--- src/rtl/chi_fifo.sv ---
`timescale 1ns / 1ps
module chi_fifo #(
  parameter int W = 8
) (
  input  logic         clk,
  input  logic         rst_n,
  input  logic         push,
  input  logic [W-1:0] push_data,
  input  logic         pop,
  output logic [W-1:0] pop_data,
  output logic         not_empty,
  output logic         full
);

  // Two-entry queue between the front and the back.
  logic [W-1:0] mem_r [2];
  logic         wr_ptr_r, rd_ptr_r;
  logic [1:0]   cnt_r;

  assign pop_data  = mem_r[rd_ptr_r];
  assign not_empty = (cnt_r != 2'd0);
  assign full      = (cnt_r == 2'd2);

  always_ff @(posedge clk) begin
    if (!rst_n) begin
      wr_ptr_r <= 1'b0;
      rd_ptr_r <= 1'b0;
      cnt_r    <= 2'd0;
    end else begin
      if (push) wr_ptr_r <= ~wr_ptr_r;
      if (pop) rd_ptr_r <= ~rd_ptr_r;
      if (push && !pop) cnt_r <= cnt_r + 2'd1;
      else if (pop && !push) cnt_r <= cnt_r - 2'd1;
    end
  end

  always_ff @(posedge clk) begin
    if (push) mem_r[wr_ptr_r] <= push_data;
  end

endmodule

--- config.mk ---
export PLATFORM = sky130hd
export DESIGN_NAME = chi_fifo
export DESIGN_NICKNAME = d
export VERILOG_FILES = /design/src/rtl/chi_fifo.sv
export SDC_FILE = /design/constraint.sdc
export NUM_CORES = 1
export LEC_CHECK = 0
export BUFFER_PORTS_ARGS = -buffer_cell sky130_fd_sc_hd__buf_2
export CAP_MARGIN = 20
export CELL_PAD_IN_SITES_DETAIL_PLACEMENT = 1
export CELL_PAD_IN_SITES_GLOBAL_PLACEMENT = 1
export CORE_ASPECT_RATIO = 1.1
export CORE_MARGIN = 4
export CORE_UTILIZATION = 36
export DETAILED_ROUTE_END_ITERATION = 10
export PLACE_DENSITY_LB_ADDON = 0.1
export SLEW_MARGIN = 20
export SYNTH_ARGS = -nofsm -noshare
export SYNTH_HDL_FRONTEND = slang
export SYNTH_SLANG_ARGS = --single-unit
--- constraint.sdc ---
create_clock -name clk -period 1.2 [get_ports clk]
set_input_delay 0.12 -clock clk [delete_from_list [all_inputs] [get_ports clk]]
set_output_delay 0.12 -clock clk [all_outputs]
set_load 0.005 [all_outputs]
# Yosys cells after proc, flatten, opt, wreduce, memory -nomap -nowiden
# Memory sizes are Yosys's and may differ from the RTL's. A register that Yosys moved wholly into a read port is not among the register bits.
# Index checks and enable logic that the tools add are counted.
# W data, S select, Z words.
# word_totals
reg_bits	4
mem_bits_rw	16
in_bits	12
output_inout_bits	10
elab_cells	21
memories	1
# classes
addsub	2
eq_ne	1
n_mux	6
bitwise	2
reduce_logical	6
# memory_table
memory	depth	word_bits	read_ports	rd_ports_with_merged_regs	write_ports	line	rtl
mem_r	2	8	1	1	1	16	logic [W-1:0] mem_r [2];
# op_table
op	n
$mux W1	4
$mux W2	2
$reduce_bool A2 Y1	2
$add A2 B1 Y2 const B	1
$eq A2 B2 Y1 const B	1
$logic_and A1 B1 Y1	2
$logic_not A1 Y1	2
$not A1 Y1	2
$sub A2 B1 Y2 const B	1

# Longest topological paths before layout
# depth
depth_word	4
ltp_mapped	5
mapped_depth_nobuf	5

# Worst setup path before layout
# Ideal clock, no wire load.
# synth_path
path_kind	register to register
startpoint	register wr_ptr_r
endpoint	memory mem_r[0][0] (enable)
setup_time_ns	0.375
t_arrival_ns	0.730
t_required_ns	0.825
path_slack_ns	0.096
stages_incl_launch_ff	2
path_buffers	0
period_less_slack_ns	1.104
path_cell_list	dfxtp_1 nor2b_1
# synth_lines
element	line	rtl
start: declaration	17	logic wr_ptr_r, rd_ptr_r;
start signal: assignment	30	if (push) wr_ptr_r <= ~wr_ptr_r;
end: declaration	16	
# Straight into the memory's write port.

==> flow_summary.json <==
{
  "status": "finished, violations left",
  "violations": "setup timing",
  "fmax_mhz": 754,
  "required_ns": 1.08,
  "worstSetupPathType": "flop to output port",
  "critPathLaunchType": "flop",
  "synthXorXnorAreaFrac_pct": 3.30,
  "cap_violations": 0,
  "die_area_um2": 3030,
  "io_buffers": 21,
  "pin_count": 22,
  "cpMostUsedCell": "buf_6",
  "setup_slack_ns": -0.126,
  "core-area_um2": 2060,
  "dp.cells": 100,
  "antenna_found_initial": 0,
  "r2r_setup_slack_ns": 0.08,
  "multi_input_area_um2": 240,
  "cts.htree.levels": 1,
  "grt_pass1_wl_um": 2320,
  "p_int_mw": 1.16,
  "clk_latency_ns": 0.30,
  "irDropWorstVdd_v": 0.000753,
  "grt_max_degree": 12,
  "worstHoldPathCells": 2,
  "synthAdderAreaFrac_pct": 1.57,
  "drt_first_iter_violations": 5,
  "syn_nets": 60,
  "clockRootBuffer": "clkbuf_4",
  "cp_max_fo": 5,
  "route.detailed.drc": 0,
  "syn_inst": 47,
  "seqPwrFrac_pct": 57.4,
  "fin_nets": 99,
  "leakagePower_nw": 0.497,
  "tritoncts": "done",
  "synth-seq-area-share_pct": 72.8,
  "fin_crit_sh_pct": 110,
  "synthMuxAreaShare_pct": 11.3,
  "place_congestion": 0.646,
  "rows": 17,
  "cts_max_path_buffers": 2,
  "vias": 500,
  "crit_chain": "buf_6 -> mux2_4 -> buf_6",
  "synth_seq_cells": 21,
  "p_sw_share_pct": 21.7,
  "cp.arrival_ns": 1.21,
  "wl_um": 1440,
  "worst-path-buf-inv": 2,
  "cts_sinks": 21,
  "clk_pin_slew_ns": 0.11,
  "cp-end-kind": "output port",
  "synth_cell_types": 16,
  "r2r-start": "cnt_r[0]$_SDFFE_PN0P_",
  "worst_hold_slack_ns": 0.0777,
  "r2r_cells": 4,
  "place_hpwl_um": 1050,
  "fp.dieH_um": 57.4,
  "avgSynthCellArea_um2": 17.0,
  "power_frac_comb_pct": 20.4,
  "fp.dieW_um": 52.9,
  "max_slew_margin_pct": 89.1,
  "num_antenna_cells": 0,
  "cts_buffers": 3,
  "slew_violations": 0,
  "finalPower_mw": 1.49,
  "nFillCells": 211,
  "crit_family": "flip-flops",
  "firstDrtPassIters": 2,
  "final_cell_count_no_fill": 113,
  "cpMaxStageDelayCell": "dfxtp_2",
  "worst_clock_skew_ns": 0.00187,
  "via_per_inst": 4.42,
  "synth_top_family_by_area": "multiplexers",
  "synth_compound_area_share_pct": 2.51,
  "p_clk_share_pct": 22.2,
  "yosysWarnings": 0,
  "slowest_delay_ns": 0.36,
  "wl_per_cell_um": 12.7,
  "finalHoldViolations": 0,
  "layout_min_cycle_time_ns": 1.33,
  "setup_violations": 8,
  "switchingPower_uw": 323,
  "grt_usage_pct": 10.6,
  "holdPathEnd": "wr_ptr_r$_SDFFE_PN0P_",
  "start_util_pct": 38.6,
  "grt-ovfl-total": 0,
  "min-delay-path-class": "input port to flop",
  "netlist_area_um2": 797,
  "grt_pass1_vias": 575,
  "grt_setup_unrepaired": "yes",
  "fin_tns_setup_ns": -0.912,
  "tightestPinTransition_ns": 0.162,
  "drive_gt1_share_pct": 49.4,
  "drtAntennaViolNets": 0,
  "timing.rr.end": "cnt_r[1]$_SDFFE_PN0P_",
  "yosys.area_share.simple_pct": 7.38,
  "worstHoldStart": "rst_n",
  "seqCellArea_um2": 583,
  "area_growth_syn_to_layout_pct": 49.1,
  "power.density_nw_per_um2": 1250
}
-- cell usage after synthesis --
cell	number	area, µm²
o21a_1	1	7.51
xnor2_1	1	8.76
and2b_2	1	8.76
buf_2	1	5.00
o21ai_0	1	5.00
edfxtp_1	16	480
or3_1	1	6.26
ha_1	1	12.5
and2_1	4	25.0
a21boi_1	1	7.51
or2_2	1	6.26
nor2b_1	2	12.5
xor2_1	2	17.5
mux2_2	8	90.1
dfxtp_1	5	100
inv_1	1	3.75
-- metrics by stage --
step	util, %	instance area (µm²)	setup slack [ns]
2_1_floorplan	-	797	0.0957
3_3_place_gp	47.6	982	0.0744
3_5_place_dp	47.6	982	0.0437
4_1_cts	56.0	1160	-0.149
5_1_grt	57.6	1190	-0.183
6_report	57.6	1190	-0.126
-- metal layers --
metal | track usage [%] | part of all wire, %
met5 | 0 | 0
met4 | 4.38 | 1.5
met3 | 2.35 | 3.8
met2 | 19.1 | 54
met1 | 11.5 | 41
-- sequential cells by signal, indices dropped and copies added, names as in the netlist, named ones only --
register	cells
wr_ptr_r	1
rd_ptr_r	1
mem_r	16
cnt_r	2
-- cell usage in the layout, fill, tap and decap left out --
cell type	n
dfxtp_2	2
dlygate4sd3_1	8
buf_4	3
edfxtp_1	16
buf_2	13
clkbuf_4	3
a21boi_1	1
o21ai_0	1
dfxtp_1	3
xor2_1	2
mux2_4	8
and2b_2	1
ha_1	1
and2_1	4
buf_6	10
nor2b_1	2
xnor2_1	1
o21a_1	1
clkbuf_1	1
inv_1	1
buf_12	1
or3_1	1
or2_4	1
-- cell type report --
class,instances,area share [%]
Sequential cell,21,49.1
Timing Repair Buffer,35,25.3
Inverter,1,0.316
Tap cell,28,2.95
Clock buffer,4,2.21
Multi-Input combinational cell,24,20.2
-- worst max-delay path by stage --
stage / startpoint / to / cells past startpoint
2_1_floorplan: wr_ptr_r$_SDFFE_PN0P_ / mem_r[0][0]$_DFFE_PP_ / 1
3_3_place_gp: push / cnt_r[1]$_SDFFE_PN0P_ / 4
3_5_place_dp: push / cnt_r[1]$_SDFFE_PN0P_ / 4
4_1_cts: flop / pop_data[6] / 3
5_1_grt: flop / pop_data[7] / 3
6_report: flop / pop_data[6] / 3
-- timing repair --
action | CTS | global route
pin swaps | 0 | 1
buffers inserted | 1 | 0
gates resized for setup | 16 | 5
setup endpoints to repair | 9 | 10
endpoints found under the hold margin | 13 | 2
hold buffers | 7 | 1
gates cloned | 0 | 0
-- cell families after synthesis --
logic type	Yosys count
AO/OA/AOI/OAI	3
buffers and inverters	2
AND/OR/NAND/NOR	9
flip-flops	21
multiplexers	8
XOR/XNOR	3
adder cells (fa/ha/maj)	1
-- power groups by stage --
stage / Clock, mW / Sequential [mW] / Combinational [mW]
6_report: 0.330 / 0.853 / 0.304
5_1_grt: 0.378 / 0.859 / 0.332
4_1_cts: 0.352 / 0.853 / 0.288
3_5_place_dp: 0 / 0.869 / 0.211
3_3_place_gp: 0 / 0.867 / 0.206
2_1_floorplan: 0 / 0.862 / 0.111
(Power assumes the default switching activity.)
