### config.mk
export PLATFORM = sky130hd
export DESIGN_NAME = chi_front
export DESIGN_NICKNAME = d
export VERILOG_FILES = /design/src/rtl/chi_pkg.sv /design/src/rtl/chi_front.sv
export SDC_FILE = /design/constraint.sdc
export NUM_CORES = 1
export LEC_CHECK = 0
export BUFFER_PORTS_ARGS = -buffer_cell sky130_fd_sc_hd__buf_2
export CORE_AREA = 2 2 199 201
export CTS_CLUSTER_SIZE = 30
export DETAILED_ROUTE_END_ITERATION = 16
export DIE_AREA = 0 0 201 203
export MAX_ROUTING_LAYER = met4
export PLACE_DENSITY = 0.74
export SLEW_MARGIN = 20
export SYNTH_ARGS = -nofsm -noshare
export SYNTH_HDL_FRONTEND = slang
export SYNTH_SLANG_ARGS = --single-unit
### constraint.sdc
create_clock -name clk -period 8.8 [get_ports clk]
set_input_delay 1.32 -clock clk [delete_from_list [all_inputs] [get_ports clk]]
set_output_delay 1.32 -clock clk [all_outputs]
set_load 0.05 [all_outputs]
### src/rtl/chi_pkg.sv
`timescale 1ns / 1ps
package chi_pkg;

  // Input commands.
  typedef enum logic [1:0] {
    CMD_INSERT = 2'd0,
    CMD_READ   = 2'd1,
    CMD_CLEAR  = 2'd2
  } cmd_t;

  // Result status codes.
  typedef enum logic [1:0] {
    ST_OK     = 2'd0,
    ST_CYCLE  = 2'd1,
    ST_REJECT = 2'd2,
    ST_RANGE  = 2'd3
  } status_t;

  // Configuration register indexes.
  localparam logic CFG_BUCKET_COUNT = 1'b0;
  localparam logic CFG_ITEM_LIMIT   = 1'b1;

  localparam int CFG_W   = 11;
  localparam int VALUE_W = 64;
  localparam int RB_W    = 10;
  localparam int EVICT_W = 11;

  typedef enum logic {
    FR_IDLE,
    FR_REDUCE
  } front_state_t;

  typedef enum logic [2:0] {
    BK_CLEAR,
    BK_IDLE,
    BK_READ,
    BK_ROW,
    BK_SLOT
  } back_state_t;

  typedef struct packed {
    status_t            status;
    logic [RB_W-1:0]    bucket;
    logic [VALUE_W-1:0] high;
    logic [VALUE_W-1:0] low;
    logic [RB_W-1:0]    index;
    logic               occupied;
    logic [EVICT_W-1:0] evictions;
  } result_t;

endpackage

### src/rtl/chi_front.sv
`timescale 1ns / 1ps
module chi_front import chi_pkg::*; #(
  parameter int BW     = 10,
  parameter int MW     = 11,
  parameter int HASHES = 3,
  parameter int QW     = 170
) (
  input  logic               clk,
  input  logic               rst_n,
  input  logic               accept,
  input  logic [1:0]         cmd,
  input  logic [VALUE_W-1:0] value_high,
  input  logic [VALUE_W-1:0] value_low,
  input  logic [VALUE_W-1:0] hash_word_a,
  input  logic [VALUE_W-1:0] hash_word_b,
  input  logic [VALUE_W-1:0] hash_word_c,
  input  logic [RB_W-1:0]    read_bucket,
  input  logic [MW-1:0]      modulus,
  output logic               front_busy,
  output logic               push,
  output logic [QW-1:0]      push_data
);

  localparam int CHW = HASHES * BW;

  front_state_t       state_r, state_nxt;
  logic [5:0]         cnt_r, cnt_nxt;
  logic [VALUE_W-1:0] words_r [3];
  logic [VALUE_W-1:0] words_nxt [3];
  logic [MW-1:0]      rem_r [3];
  logic [MW-1:0]      rem_nxt [3];
  logic [VALUE_W-1:0] hi_r, lo_r;
  logic               load;
  logic [CHW-1:0]     choices;
  logic [MW:0]        trial [3];

  assign front_busy = (state_r != FR_IDLE);

  // One restoring-division step per cycle on each of the three hash words.
  always_comb begin
    for (int l = 0; l < 3; l++) begin
      trial[l] = {rem_r[l], words_r[l][VALUE_W-1]};
      if (trial[l] >= {1'b0, modulus}) rem_nxt[l] = MW'(trial[l] - {1'b0, modulus});
      else rem_nxt[l] = MW'(trial[l]);
      words_nxt[l] = words_r[l] << 1;
    end
    for (int h = 0; h < HASHES; h++) begin
      choices[h*BW +: BW] = BW'(rem_nxt[h % 3]);
    end
  end

  always_comb begin
    state_nxt = state_r;
    cnt_nxt   = cnt_r;
    load      = 1'b0;
    push      = 1'b0;
    push_data = {2'(cmd), hi_r, lo_r, read_bucket, CHW'(0)};
    unique case (state_r)
      FR_IDLE: begin
        if (accept) begin
          case (cmd)
            CMD_INSERT: begin
              load      = 1'b1;
              cnt_nxt   = 6'd0;
              state_nxt = FR_REDUCE;
            end
            CMD_READ, CMD_CLEAR: begin
              push = 1'b1;
            end
            default: ;
          endcase
        end
      end
      FR_REDUCE: begin
        cnt_nxt = cnt_r + 6'd1;
        if (cnt_r == 6'd63) begin
          push      = 1'b1;
          push_data = {2'(CMD_INSERT), hi_r, lo_r, RB_W'(0), choices};
          state_nxt = FR_IDLE;
        end
      end
      default: state_nxt = FR_IDLE;
    endcase
  end

  always_ff @(posedge clk) begin
    if (!rst_n) begin
      state_r <= FR_IDLE;
      cnt_r   <= 6'd0;
    end else begin
      state_r <= state_nxt;
      cnt_r   <= cnt_nxt;
    end
  end

  always_ff @(posedge clk) begin
    if (load) begin
      hi_r       <= value_high;
      lo_r       <= value_low;
      words_r[0] <= hash_word_a;
      words_r[1] <= hash_word_b;
      words_r[2] <= hash_word_c;
      for (int l = 0; l < 3; l++) rem_r[l] <= MW'(0);
    end else if (state_r == FR_REDUCE) begin
      for (int l = 0; l < 3; l++) begin
        words_r[l] <= words_nxt[l];
        rem_r[l]   <= rem_nxt[l];
      end
    end
  end

endmodule

# == After elaboration in Yosys (flattened, before gate mapping) ==
# Memory sizes are Yosys's and may differ from the RTL's.
# Cells that the tools add are included.
# word_totals
n_memories,2
regBits,135
output_inout_bits,172
mem_bits_rw,225
elab_cells,56
inputBits,346
# memory_table
name,depth,word_bits,rd,rd_clocked_by_memory_dff,write_ports,line,source
words_r,3,64,3,0,3,chi_front.sv:28,logic [VALUE_W-1:0] words_r [3];
rem_r,3,11,3,0,3,chi_front.sv:30,logic [MW-1:0] rem_r [3];
# op_classes
magnitude_cmp,3
n_reduce_logical,3
n_mux,28
bitwise_logic,7
n_eq_ne,5
n_addsub,4
# ops
cell,count
$mux W170,2
$mux W64,3
$mux W11,6
$ge A12 B11 Y1,3
$sub A11 B11 Y11,3
$mux W1,12
$mux W6,2
$pmux W6 S2,1
$add A6 B1 Y6 const B,1
$eq A6 B6 Y1 const B,1
$or A1 B1 Y1,6
$pmux W1 S2,2
$eq A2 B1 Y1 const B,1
$eq A2 B2 Y1 const B,1
$logic_not A2 Y1,1
$ne A2 B1 Y1 const B,1
$ne A2 B2 Y1 const B,1
$reduce_and A2 Y1,1
$reduce_or A2 Y1,1
$not A1 Y1,1

# == Logic depth before layout (Yosys ltp) ==
# logic_depth
word_depth,7
ltp_mapped,11
ltp_nobuf,10

# == Worst setup path before layout ==
# No wires, ideal clock.
# synth_timing
path_kind,input port to flip-flop
startpoint,input port cmd[0]
endpoint,memory rem_r[0][0] (enable)
setup_slack_ns,2.231
path_buffers,0
cell_stages,4
required_time_ns,8.224
arrival_ns,5.993
path_cell_list,inv_1 ha_1 a21oi_1 inv_1
# synth_rtl
element,line,source
"start, declared",chi_front.sv:11,"input logic [1:0] cmd,"
"end, declared",chi_front.sv:30,

# == Worst setup path after layout ==
# layout_timing
startpoint,input port modulus[0]
endpoint,output port push_data[10]
# layout_via
elab_chain_len,4
# layout_lines
element,line,source
"start, declared",chi_front.sv:18,"input logic [MW-1:0] modulus,"
$sub A11 B11 Y11 or $ge A12 B11 Y1 (tied branches),chi_front.sv:43,"if (trial[l] >= {1'b0, modulus}) rem_nxt[l] = MW'(trial[l] - {1'b0, modulus});"
$mux W11 (*),chi_front.sv:43,
$mux W170 (*),chi_front.sv:76,if (cnt_r == 6'd63) begin
$mux W170 (*),chi_front.sv:58,unique case (state_r)
"end, declared",chi_front.sv:21,output logic [QW-1:0] push_data
# Mark *: on every way between the ends. The rest lies on a longest branch, timed or not.

==> run_results.csv <==
group,metric,value,unit
worst_setup_path,cpMostUsedCell,"buf_2",
synthesis,ys_seq_area_frac,0.696,
cts,htree_levels,2,
worst_setup_path,critPathCaptureType,"output pin",
worst_setup_path,path_class,"input pin to output pin",
timing,fin_crit_sh,0.606,
timing,rsz0062_at_grt,"false",
power_and_ir_drop,p_total,4.26,mW
worst_setup_path,cp_max_fo,16,
global_routing,first_global_vias,10600,
floorplanning,die_h,203,um
detailed_routing,antenna_left,0,
synthesis,syn-num-nets,1325,
detailed_routing,drt-total-wl,40200,um
timing,slew_headroom,0.273,
final_layout,area.growth.synth_to_final,29.6,%
global_routing,antenna_found_initial,19,
final_layout,drive_gt1_frac,0.524,
synthesis,yosysMostFrequentCell,"edfxtp_1",
cts,cts.clk_slew.worst_paths,0.06,ns
synthesis,synthArstFlopShare,0,
timing,clock_skew,0.0145,ns
cts,cts_post_setup_buffers_inserted,0,
power_and_ir_drop,power_density,213,mW/mm^2
synthesis,postSynthAreaPerCell,16.4,sq um
synthesis,synthFlopType,"edfxtp_1",
placed_design,gp_congestion,0.966,
floorplanning,die-area,0.0408,sq mm
synthesis,synth_common_cells,"353 x edfxtp_1, 189 x mux2_2, 77 x nor2_1",
run,drv_cap,0,
final_layout,fin_util,0.520,
cts,cts_tree,"yes",
worst_setup_path,cp_slowest_cell,"a21oi_4",
cts,hold_buffers,0,
cts,clock-sinks,360,
synthesis,synth_largest_area_cell,"edfxtp_1",
outcome,outcome,"finished clean",
detailed_routing,vias,10200,
synthesis,ys_ff_latch,360,
cts,postCtsResizedCells,0,
worst_setup_path,start_kind,"input pin",
detailed_routing,wire_per_inst,19.7,um
floorplanning,core.rowCount,72,
detailed_routing,drt_iter0_markers,749,
timing,setup_tns,0,ns
global_routing,grt_pass1_wl,59500,um
detailed_routing,viasPerCell,4.98,
timing,worstMarginPinSlew,1.09,ns
worst_setup_path,crit_required,7.48,ns
synthesis,netlist_area,0.0154,sq mm
synthesis,synth.area.top_cells,"edfxtp_1 69%, mux2_2 14%, ha_1 2.8%",
synthesis,synth_top_area_share,0.687,
power_and_ir_drop,p_leak,7.92,nW
cts,numCtsBuffers,41,
timing,layout_min_cycle_time,5.33,ns
synthesis,ys_types,60,
worst_setup_path,cp_cell_sequence,"buf_2, ha_1, fa_1, nor2b_1, o21ai_1, a31oi_1, o211ai_1, a21oi_4, nor2_1, a211oi_1, buf_2",
timing,slew_violations,0,
synthesis,synth-edff-count,353,
timing,whs,0.518,ns
floorplanning,io_pins,518,
floorplanning,die_w,201,um
synthesis,syn_inst,941,
worst_setup_path,arrival,4.01,ns
placed_design,dpl.hpwl,28900,um
worst_setup_path,reg2reg_slack,5.58,ns
floorplanning,initial_core_util,0.401,
timing,setup_viol,0,
timing,final_hold_viol_count,0,
detailed_routing,drc,0,
detailed_routing,first_pass_iters,5,
global_routing,grt_max_degree,150,
synthesis,ys_warn_count,0,
cts,cts_root_buf,"clkbuf_16",
final_layout,nets,1857,
final_layout,fin_cells,2038,
power_and_ir_drop,ir_worst_vdd,0.000155,V
placed_design,numPortBuffers,517,
timing,max_freq,187,MHz
cts,clk_path_buf_depth,3,
global_routing,gr-total-overflow,0,
worst_setup_path,slowest_delay,0.49,ns
floorplanning,core_area,0.0385,sq mm
cts,clk_latency,0.56,ns
hold_path,hold_class,"flop to flop",
global_routing,gr-usage-all-layers,0.198,
placed_design,place_inst,1948,
layer usage:
layer | GRT usage | share of wire | up-vias
met1 | 0.235 | 0.40 | 4914
met3 | 0.0660 | 0.093 | 70
met5 | - | 0 | -
li1 | - | - | 4703
met2 | 0.315 | 0.48 | 465
met4 | 0.0741 | 0.026 | 0
worst max-delay path, delay by kind of cell:
family	cells	cell delay [ns]
compound gates	5	1.32
fa+ha+maj	2	0.65
buf+inv	2	0.46
simple gates	2	0.25
layout by cell type (no fill, tap or decap), types with 10 or more instances in the layout:
cell type,netlist,final
ha_1,35,35
nor3_1,15,15
mux2i_1,26,26
mux2_2,189,189
and2_1,10,10
nor2b_1,12,12
nand2_1,18,18
diode_2,0,16
edfxtp_1,353,353
buf_2,1,517
o21a_1,12,12
inv_1,29,27
nor2_1,77,77
a21oi_1,19,19
clkbuf_16,0,42
a211oi_1,15,15
worst paths after layout:
| path | from | endpoint | cells past startpoint |
|---|---|---|---|
| setup / recovery | modulus[0] | push_data[10] | 11 |
| hold / removal | cnt_r[3]$_SDFFE_PN0P_ | cnt_r[3]$_SDFFE_PN0P_ | 2 |
| setup reg to reg | front_busy$_SDFF_PN0_ | lo_r[60]$_DFFE_PP_ | 5 |
| hold reg to reg | cnt_r[3]$_SDFFE_PN0P_ | cnt_r[3]$_SDFFE_PN0P_ | 2 |
final cells by class:
type | count | area [sq um]
Inverter | 29 | 119
Multi-Input combinational cell | 519 | 4440
Antenna cell | 16 | 40.0
Fill cell | 3225 | 18500
Clock buffer | 50 | 1080
Timing Repair Buffer | 522 | 2630
Sequential cell | 360 | 10700
Tap cell | 518 | 648
Clock inverter | 24 | 304
per-stage QoR:
| stage | cell area [sq um] | setup WS [ns] |
|---|---|---|
| detailed placement | 18600 | 3.53 |
| global route | 20000 | 3.36 |
| finish | 20000 | 3.47 |
| floorplan | 15400 | 2.23 |
| global placement | 18600 | 3.60 |
| CTS | 20000 | 3.52 |
cell families after synthesis:
logic type      synth area share
flops                      0.696
mux                        0.155
simple gates              0.0483
compound gates            0.0446
buf+inv                   0.0166
fa+ha+maj                 0.0323
xor+xnor                 0.00794
sequential cells by signal (all words and copies together), names as in the netlist:
name and count:
words_r 192, hi_r 64, lo_r 64, rem_r 33, cnt_r 6, front_busy 1
power by group:
part | internal, mW | switching (mW)
sequential | 1.99 | 0.0300
clock | 1.06 | 0.702
combinational | 0.199 | 0.277
total | 3.25 | 1.01
(Power assumes the default switching activity.)
